## src/hw/rtl/pss_pkg.sv

```systemverilog
// Shared types and constants for the prime subset sort block.
`default_nettype none
package pss_pkg;
  localparam int VAL_W = 16;
  // Item passed from the classifier to the back end.
  typedef struct packed {
    logic [VAL_W-1:0] value;
    logic             prime;
    logic             last;
  } item_t;
endpackage
`default_nettype wire

```

## src/hw/rtl/pss_ram.sv

```systemverilog
// Generic single-port-write RAM with registered read.
`default_nettype none
module pss_ram #(
  parameter int WIDTH = 16,
  parameter int DEPTH = 64
) (
  input  wire logic                     clk,
  input  wire logic                     we,
  input  wire logic [$clog2(DEPTH)-1:0] waddr,
  input  wire logic [WIDTH-1:0]         wdata,
  input  wire logic [$clog2(DEPTH)-1:0] raddr,
  output logic      [WIDTH-1:0]         rdata
);
  logic [WIDTH-1:0] mem [DEPTH];
  always_ff @(posedge clk) begin
    if (we) begin
      mem[waddr] <= wdata;
    end
    rdata <= mem[raddr];
  end
endmodule
`default_nettype wire

```

## src/hw/rtl/pss_front.sv

```systemverilog
// Front end: accepts values and tests primality by iterative trial division.
`default_nettype none
module pss_front (
  input  wire logic               clk,
  input  wire logic               rst_n,
  input  wire logic               in_valid,
  output logic                    in_ready,
  input  wire logic [15:0]        in_value,
  input  wire logic               in_last,
  output logic                    q_valid,
  input  wire logic               q_ready,
  output pss_pkg::item_t          q_item
);
  typedef enum logic [2:0] {
    S_IDLE = 3'b001,
    S_DIV  = 3'b010,
    S_OUT  = 3'b100
  } fstate_t;

  fstate_t          state_r, state_nxt;
  logic [15:0]      val_r;
  logic             last_r;
  logic [7:0]       div_r;
  logic [15:0]      rem_r;
  logic [4:0]       bit_r;
  logic             prime_r;
  logic [15:0]      rem_shift;
  logic [16:0]      trial;

  // One restoring-division bit per cycle: remainder of val_r mod div_r.
  assign rem_shift = {rem_r[14:0], val_r[bit_r[3:0]]};
  assign trial     = {1'b0, rem_shift} - {9'd0, div_r};

  assign in_ready = (state_r == S_IDLE);
  assign q_valid  = (state_r == S_OUT);
  assign q_item   = '{value: val_r, prime: prime_r, last: last_r};

  always_comb begin
    state_nxt = state_r;
    case (state_r)
      S_IDLE: if (in_valid) state_nxt = S_DIV;
      S_DIV: begin
        if ({8'd0, div_r} * {8'd0, div_r} > val_r || !prime_r) state_nxt = S_OUT;
      end
      S_OUT: if (q_ready) state_nxt = S_IDLE;
      default: state_nxt = S_IDLE;
    endcase
  end

  always_ff @(posedge clk) begin
    if (!rst_n) begin
      state_r <= S_IDLE;
    end else begin
      state_r <= state_nxt;
    end
    case (state_r)
      S_IDLE: if (in_valid) begin
        val_r   <= in_value;
        last_r  <= in_last;
        prime_r <= !in_value[15] && (in_value > 16'd1);
        div_r   <= 8'd2;
        rem_r   <= '0;
        bit_r   <= 5'd15;
      end
      S_DIV: if (!({8'd0, div_r} * {8'd0, div_r} > val_r) && prime_r) begin
        if (trial[16]) rem_r <= rem_shift;
        else rem_r <= trial[15:0];
        if (bit_r == 5'd0) begin
          if (!trial[16] && trial[15:0] == 16'd0) prime_r <= 1'b0;
          else if (trial[16] && rem_shift == 16'd0) prime_r <= 1'b0;
          div_r <= div_r + 8'd1;
          rem_r <= '0;
          bit_r <= 5'd15;
        end else begin
          bit_r <= bit_r - 5'd1;
        end
      end
      default: ;
    endcase
  end
endmodule
`default_nettype wire

```

## src/hw/rtl/pss_queue.sv

```systemverilog
// Two-entry queue between front and back end.
`default_nettype none
module pss_queue (
  input  wire logic      clk,
  input  wire logic      rst_n,
  input  wire logic      wr_valid,
  output logic           wr_ready,
  input  pss_pkg::item_t wr_item,
  output logic           rd_valid,
  input  wire logic      rd_ready,
  output pss_pkg::item_t rd_item
);
  pss_pkg::item_t mem_r [2];
  logic           wp_r, rp_r;
  logic [1:0]     cnt_r;
  logic           push, pop;

  assign wr_ready = (cnt_r != 2'd2);
  assign rd_valid = (cnt_r != 2'd0);
  assign rd_item  = mem_r[rp_r];
  assign push     = wr_valid && wr_ready;
  assign pop      = rd_valid && rd_ready;

  always_ff @(posedge clk) begin
    if (!rst_n) begin
      wp_r <= 1'b0; rp_r <= 1'b0; cnt_r <= '0;
    end else begin
      if (push) wp_r <= ~wp_r;
      if (pop) rp_r <= ~rp_r;
      cnt_r <= cnt_r + {1'b0, push} - {1'b0, pop};
    end
    if (push) mem_r[wp_r] <= wr_item;
  end
endmodule
`default_nettype wire

```

## src/hw/rtl/pss_back.sv

```systemverilog
// Back end: stores the list, insertion-sorts the primes in place, emits the list.
`default_nettype none
module pss_back #(
  parameter int MAX_ELEMENTS = 64
) (
  input  wire logic        clk,
  input  wire logic        rst_n,
  input  wire logic        q_valid,
  output logic             q_ready,
  input  pss_pkg::item_t   q_item,
  output logic             out_valid,
  input  wire logic        out_ready,
  output logic [15:0]      out_value,
  output logic             out_last
);
  localparam int AW = (MAX_ELEMENTS > 1) ? $clog2(MAX_ELEMENTS) : 1;
  localparam int CW = AW + 1;
  localparam int RD = (MAX_ELEMENTS > 1) ? MAX_ELEMENTS : 2;

  typedef enum logic [9:0] {
    B_IN   = 10'b0000000001,
    B_SI   = 10'b0000000010,
    B_RP   = 10'b0000000100,
    B_RX   = 10'b0000001000,
    B_CJ   = 10'b0000010000,
    B_RPP  = 10'b0000100000,
    B_RPV  = 10'b0001000000,
    B_PUT  = 10'b0010000000,
    B_ORD  = 10'b0100000000,
    B_OUT  = 10'b1000000000
  } bstate_t;

  bstate_t         st_r;
  logic [CW-1:0]   ecnt_r, pcnt_r, i_r, j_r, k_r;
  logic [15:0]     x_r;
  logic [AW-1:0]   cpos_r;   // position that currently receives a value
  logic [AW-1:0]   ppos_r;   // position of the previous prime

  logic            e_we, p_we;
  logic [AW-1:0]   e_wa, e_ra, p_wa, p_ra;
  logic [15:0]     e_wd, e_rd;
  logic [AW-1:0]   p_wd, p_rd;
  logic            prev_gt;

  pss_ram #(.WIDTH(16), .DEPTH(RD)) u_elem (
    .clk, .we(e_we), .waddr(e_wa), .wdata(e_wd), .raddr(e_ra), .rdata(e_rd));
  pss_ram #(.WIDTH(AW), .DEPTH(RD)) u_pos (
    .clk, .we(p_we), .waddr(p_wa), .wdata(p_wd), .raddr(p_ra), .rdata(p_rd));

  logic full_now;
  assign full_now = (ecnt_r + CW'(1) >= CW'(MAX_ELEMENTS));

  assign q_ready   = (st_r == B_IN);
  assign out_valid = (st_r == B_OUT);
  assign out_value = e_rd;
  assign out_last  = (k_r + CW'(1) == ecnt_r);
  assign prev_gt   = ($signed(e_rd) > $signed(x_r));

  always_comb begin
    e_we = 1'b0; e_wa = cpos_r; e_wd = x_r;
    p_we = 1'b0; p_wa = pcnt_r[AW-1:0]; p_wd = ecnt_r[AW-1:0];
    e_ra = k_r[AW-1:0]; p_ra = i_r[AW-1:0];
    case (st_r)
      B_IN: begin
        e_we = q_valid;
        e_wa = ecnt_r[AW-1:0];
        e_wd = q_item.value;
        p_we = q_valid && q_item.prime;
      end
      B_SI:  p_ra = i_r[AW-1:0];
      B_RP:  e_ra = p_rd;
      B_CJ:  p_ra = j_r[AW-1:0] - AW'(1);
      B_RPP: e_ra = p_rd;
      B_RPV: begin
        e_we = prev_gt;
        e_wd = e_rd;
      end
      B_PUT: e_we = 1'b1;
      B_ORD: e_ra = k_r[AW-1:0];
      B_OUT: begin
        if (out_ready) e_ra = k_r[AW-1:0] + AW'(1);
        else e_ra = k_r[AW-1:0];
      end
      default: ;
    endcase
  end

  always_ff @(posedge clk) begin
    if (!rst_n) begin
      st_r <= B_IN; ecnt_r <= '0; pcnt_r <= '0;
    end else begin
      case (st_r)
        B_IN: if (q_valid) begin
          ecnt_r <= ecnt_r + CW'(1);
          if (q_item.prime) pcnt_r <= pcnt_r + CW'(1);
          if (q_item.last || full_now) begin
            i_r <= CW'(1); st_r <= B_SI;
          end
        end
        // Insertion sort: x = vals[i], shift larger entries up.
        B_SI: begin
          if (i_r >= pcnt_r) begin
            k_r <= '0; st_r <= B_ORD;
          end else begin
            st_r <= B_RP;
          end
        end
        B_RP: begin
          cpos_r <= p_rd; j_r <= i_r; st_r <= B_RX;
        end
        B_RX: begin
          x_r <= e_rd; st_r <= B_CJ;
        end
        B_CJ: begin
          if (j_r == '0) st_r <= B_PUT;
          else st_r <= B_RPP;
        end
        B_RPP: begin
          ppos_r <= p_rd; st_r <= B_RPV;
        end
        // The previous prime moves up when it is larger than x.
        B_RPV: begin
          if (prev_gt) begin
            cpos_r <= ppos_r; j_r <= j_r - CW'(1); st_r <= B_CJ;
          end else begin
            st_r <= B_PUT;
          end
        end
        B_PUT: begin
          i_r <= i_r + CW'(1); st_r <= B_SI;
        end
        B_ORD: st_r <= B_OUT;
        B_OUT: if (out_ready) begin
          if (out_last) begin
            ecnt_r <= '0; pcnt_r <= '0; st_r <= B_IN;
          end else begin
            k_r <= k_r + CW'(1);
          end
        end
        default: st_r <= B_IN;
      endcase
    end
  end
endmodule
`default_nettype wire

```

## src/hw/rtl/prime_subset_in_place_sort_core.sv

```systemverilog
// Top level of the prime subset in-place sort block.
// Front end: a value below 2 needs no trial division; a larger one is divided by each trial
// divisor up to its square root until a factor is found, one value at a time.
// Sort: after the final item, the back end insertion-sorts the primes in place; results
// then stream one per cycle while out_tready is held high.
// Reset: synchronous active-low rst_n clears counters and state machines.
`default_nettype none
module prime_subset_in_place_sort_core #(
  parameter int MAX_ELEMENTS = 64
) (
  input  wire logic        clk,
  input  wire logic        rst_n,
  input  wire logic        in_tvalid,
  output logic             in_tready,
  input  wire logic [15:0] in_tdata,   // value
  input  wire logic        in_tlast,   // last_in
  output logic             out_tvalid,
  input  wire logic        out_tready,
  output logic [15:0]      out_tdata,  // result_value
  output logic             out_tlast   // last_out
);
  pss_pkg::item_t f_item, b_item;
  logic f_valid, f_ready, b_valid, b_ready;

  pss_front u_front (.clk, .rst_n, .in_valid(in_tvalid), .in_ready(in_tready),
    .in_value(in_tdata), .in_last(in_tlast), .q_valid(f_valid), .q_ready(f_ready),
    .q_item(f_item));
  pss_queue u_queue (.clk, .rst_n, .wr_valid(f_valid), .wr_ready(f_ready),
    .wr_item(f_item), .rd_valid(b_valid), .rd_ready(b_ready), .rd_item(b_item));
  pss_back #(.MAX_ELEMENTS(MAX_ELEMENTS)) u_back (.clk, .rst_n, .q_valid(b_valid),
    .q_ready(b_ready), .q_item(b_item), .out_valid(out_tvalid),
    .out_ready(out_tready), .out_value(out_tdata), .out_last(out_tlast));

  // Input is never taken while the front end is still dividing.
  a_front: assert property (@(posedge clk) disable iff (!rst_n)
    (in_tvalid && in_tready) |=> !in_tready) else $error("front accepted twice");

  // A result that waits for the receiver stays put.
  a_out_hold: assert property (@(posedge clk) disable iff (!rst_n)
    (out_tvalid && !out_tready) |=>
      (out_tvalid && $stable(out_tdata) && $stable(out_tlast)))
    else $error("result changed while waiting");
endmodule
`default_nettype wire

```

## config.mk

```make
export PLATFORM = sky130hd
export DESIGN_NAME = prime_subset_in_place_sort_core
export DESIGN_NICKNAME = d
export VERILOG_FILES = /design/src/hw/rtl/pss_pkg.sv /design/src/hw/rtl/pss_ram.sv /design/src/hw/rtl/pss_front.sv /design/src/hw/rtl/pss_queue.sv /design/src/hw/rtl/pss_back.sv /design/src/hw/rtl/prime_subset_in_place_sort_core.sv
export SDC_FILE = /design/constraint.sdc
export NUM_CORES = 2
export LEC_CHECK = 0
export BUFFER_PORTS_ARGS = -buffer_cell sky130_fd_sc_hd__buf_2
export CAP_MARGIN = 20
export CORE_AREA = 5 5 286 428
export DETAILED_ROUTE_END_ITERATION = 7
export DIE_AREA = 0 0 291 433
export GPL_ROUTABILITY_DRIVEN = 0
export PLACE_DENSITY = 0.81
export SLEW_MARGIN = 20
export SYNTH_ARGS = -nofsm -noshare
export SYNTH_HDL_FRONTEND = slang
export SYNTH_SLANG_ARGS = --single-unit
```

## constraint.sdc

```tcl
create_clock -name clk -period 5.7 [get_ports clk]
set_clock_uncertainty 0.15 [all_clocks]
set_input_delay 0.855 -clock clk [delete_from_list [all_inputs] [get_ports clk]]
set_output_delay 0.855 -clock clk [all_outputs]
set_load 0.02 [all_outputs]
```

==> results.txt <==
horizontal extent of the die - 291 um
Leakage - 26.16 nW
final number of max-transition violations - 0
crit path launch type - register
Clk pwr share - 33.4%
ys flop type - sky130_fd_sc_hd__edfxtp_1
number of DRC markers after the initial detailed-route iteration - 5707
source of the critical timing path - u_front.div_r[5]
initial antenna violation count - 11
failing checks - negative setup slack
cell type with the highest aggregate area in the netlist - sky130_fd_sc_hd__edfxtp_1
crit-path max FO - 8
Final min period - 6.074 ns
worst ir drop on vdd - 0.0003132 V
post-synthesis simple-gate area fraction - 17.27%
number of endpoints with negative hold slack in the final report - 0
hold_sp - in_tdata[0]
post-synth top area share - 69.16%
Hold Path Stages - 1
number of synthesized flops with an enable pin - 1539
Yosys reg bits - 1593
Post-Syn Nets - 5407
Worst R2R End - u_front.rem_r[12]
compound-gate portion of the synthesized area - 3.608%
layout cell share with drive strength beyond 1 - 11.57%
Hold EP - u_front.val_r[0]
library cell used as clock root buffer - sky130_fd_sc_hd__clkbuf_16
area added between synthesis and finish - 11.91%
cell with the most instances after synthesis - sky130_fd_sc_hd__edfxtp_1
clock latency of the later-clocked register in the worst-skew pair - 0.78 ns
mean instance size in the synthesized netlist - 12.66 sq um
All-Layer GR Usage - 27.08%
Power Density - 375.8 nW/um^2
DRC Markers - 0
post-synthesis instance area - 66820 sq um
# IOs - 40
post-synthesis mux area share - 2.193%
FF-to-FF setup slack - -0.37 ns
global-route wire length before repair - 260500 um
switching share of total power - 27.10%
most common library cells after synthesis - sky130_fd_sc_hd__edfxtp_1, sky130_fd_sc_hd__nand2_1, sky130_fd_sc_hd__nand3_1
total routed wirelength - 175500 um
critical path start-end classification - reg -> reg
port bufs - 39
Req. time, crit path - 6.09 ns
initial core utilization - 56.48%
grt total ovfl - 0
Worst Tran Pin Value - 1.121 ns
power dissipated by switching net loads - 7.615 mW
worst slew margin relative to its limit - 25.12%
type of destination of the critical path - register
Routed wire per std cell - 24.78 um
clock-pin slew on the worst setup and hold paths - 0.06 ns
half-perimeter wire length after detailed placement - 106400 um
final setup violation count - 31
number of maximum-capacitance constraint violations - 0
y dimension of the die - 433 um
depth of the CTS H-tree - 4
number of buffers inserted for hold repair after clock tree synthesis - 0
final core occ - 63.21%
DRT Pass-1 Iters - 6
fraction of the yosys area taken by sequential cells - 70.78%
hold crit path type - in -> reg
parity-gate share of the synthesized area counting xor and xnor cells - 0.9868%
distinct cell type count of the synthesized netlist - 76
TritonCTS clock tree - yes
aggregate negative setup slack - -10.58 ns
Internal Dissipation - 20.49 mW
count of synthesis-stage warnings from yosys - 0
Crit Reg-Reg Startpoint - u_front.div_r[5]
post-synthesis async set-or-reset flop share - 0%
leading cell types by total area after synthesis - sky130_fd_sc_hd__edfxtp_1, sky130_fd_sc_hd__nand2_1, sky130_fd_sc_hd__nand3_1
setup repair after global routing missed its margin - yes
number of global-route vias before repair - 43713
share of total power in combinational logic - 15.5%
overall die area - 126000 sq um
largest family of logic cells by synthesized area - simple AND/OR/NAND/NOR gates
residual antenna-violating net count after detailed routing - 0
final cycle utilization of the critical path - 106.6%
part of the total power dissipated in sequential elements - 51.1%
vias - 44462
number of nets in the layout - 5522
outcome - complete, but fails checks
Syn Inst Count - 5276
maximum number of pins on one net before global-route repair - 142
Placement Rows - 155
number of clock buffers inserted by TritonCTS - 142
CORE AREA - 118300 sq um
Filler Cells Inserted - 8187
achievable frequency - 164.6 MHz
arrival time at the worst endpoint - 6.47 ns
adder and majority gate portion of the synthesized area - 2.352%
via count normalized by instance count - 6.279
number of cell instances on the worst register-to-register path - 25
clock sinks - 1593
PnR worst setup slack - -0.3741 ns
Longest Clk Path Bufs - 3
[power by group through the flow]
stage	combinational, mW	clock, mW	sequential [mW]
detailed placement	4.11	0	14.6
finish	4.35	9.38	14.4
global route	4.58	9.94	14.4
CTS	4.17	9.44	14.4
floorplan	2.20	0	14.6
global placement	3.97	0	14.6
[worst max-delay path: stages, from the launching register on]
cell and delay (ns):
sky130_fd_sc_hd__edfxtp_1 0.41, sky130_fd_sc_hd__buf_4 0.16, sky130_fd_sc_hd__clkinv_4 0.07, sky130_fd_sc_hd__nor2_4 0.14, sky130_fd_sc_hd__fa_1 0.48, sky130_fd_sc_hd__fa_1 0.58, sky130_fd_sc_hd__inv_1 0.06, sky130_fd_sc_hd__fa_1 0.50
sky130_fd_sc_hd__inv_2 0.05, sky130_fd_sc_hd__fa_1 0.52, sky130_fd_sc_hd__ha_4 0.21, sky130_fd_sc_hd__o21ai_2 0.05, sky130_fd_sc_hd__nand2b_1 0.09, sky130_fd_sc_hd__a21o_1 0.18, sky130_fd_sc_hd__a41o_1 0.22, sky130_fd_sc_hd__o41a_1 0.41
sky130_fd_sc_hd__xnor2_2 0.17, sky130_fd_sc_hd__ha_1 0.31, sky130_fd_sc_hd__nand4_1 0.11, sky130_fd_sc_hd__nor2_2 0.14, sky130_fd_sc_hd__a21oi_2 0.07, sky130_fd_sc_hd__o211ai_1 0.11, sky130_fd_sc_hd__a21oi_2 0.10, sky130_fd_sc_hd__or2_4 0.27
sky130_fd_sc_hd__buf_12 0.14, sky130_fd_sc_hd__buf_12 0.13
[routing by layer]
layer	wire length, um	GRT usage [%]	vias to the layer above	share of wire, %
met1	57640	31.50	21488	33
met4	15120	19.27	8	8.6
met5	64	0	-	0.036
met3	16100	4.884	675	9.2
met2	86530	45.61	2834	49
li1	-	-	19457	-
[placed cells by master, fill, tap and decap left out, drive strengths merged, types with 9 or more instances in the layout]
master,count
a21o,22
a21oi,31
a221o,19
a22oi,12
a311oi,25
a31oi,31
a41oi,64
and2,10
and3,13
buf,279
bufinv,9
clkbuf,179
clkinv,60
dfxtp,54
edfxtp,1539
fa,26
ha,84
inv,118
mux2,9
mux2i,125
nand2,1318
nand2b,10
nand3,888
nand4,15
nor2,221
nor2b,10
nor3,18
nor4,58
o21a,13
o21ai,30
o22ai,50
or4,19
xnor2,51
xor2,14
[layout make-up]
type | count | area, sq um | share of cell area, %
Antenna cell | 4 | 10.01 | 0.01339
Clock buffer | 179 | 3735 | 4.994
Clock inverter | 81 | 815.8 | 1.091
Inverter | 110 | 424.2 | 0.5672
Multi-Input combinational cell | 3265 | 18280 | 24.44
Sequential cell | 1593 | 47310 | 63.26
Tap cell | 1570 | 1964 | 2.627
Timing Repair Buffer | 279 | 2250 | 3.008
[cells by family (layout without fill, tap and decap cells)]
| family | Yosys count | in the layout |
|---|---|---|
| xor gates and xnor gates | 69 | 69 |
| other | 0 | 4 |
| buffers and inverters | 418 | 649 |
| AOI/OAI and AO/OA | 328 | 328 |
| adders and majority gates | 110 | 110 |
| muxes | 139 | 139 |
| DFF | 1593 | 1593 |
| and+or+nand+nor | 2619 | 2619 |
[how the worst max path moves through the flow]
stage                        endpoint  slack [ns]  cells past startpoint
finish              u_front.rem_r[12]       -0.37                     25
global route         u_front.rem_r[8]       -0.59                     25
CTS                  u_front.div_r[3]       -0.24                     28
detailed placement   u_front.div_r[7]       -0.31                     23
global placement     u_front.div_r[7]       -0.21                     28
floorplan            u_front.div_r[0]        0.02                     24
[per-stage QoR]
stage                     setup WS, ns  instances  power [mW]  area [sq um]  hold WS [ns]
after floorplan                0.02088       5276       16.82         66890        0.2715
after global placement         -0.2087       6788       18.57         69850        0.3200
after detailed placement       -0.3123       6788       18.72         69850        0.3102
after CTS                      -0.2441       7061       27.97         74560       0.05537
after global routing           -0.5910       7078       28.89         74770       0.08168
final                          -0.3741       7081       28.11         74780        0.1099
[timing repair]
| action | 4_1_cts | 5_1_grt |
|---|---|---|
| pin swaps | 14 | 28 |
| cloned | 1 | 0 |
| setup endpoints to repair | 30 | 31 |
| setup buffers | 12 | 17 |
| gates resized for setup | 10 | 26 |
[sequential cells by signal, indices dropped and copies added (netlist names), 3 cells and up, named ones only]
name                 cells
u_back.i_r               7
u_front.state_r          3
u_front.div_r            8
u_back.pcnt_r            7
u_back.u_pos.mem       384
u_back.ecnt_r            7
u_back.u_elem.rdata     16
u_front.bit_r            5
u_front.val_r           16
u_back.k_r               7
u_back.st_r             10
u_back.j_r               7
u_front.rem_r           15
u_back.x_r              16
u_queue.mem_r           36
u_back.cpos_r            6
u_back.u_pos.rdata       6
u_back.u_elem.mem     1024
u_back.ppos_r            6
(Power assumes the default switching activity.)
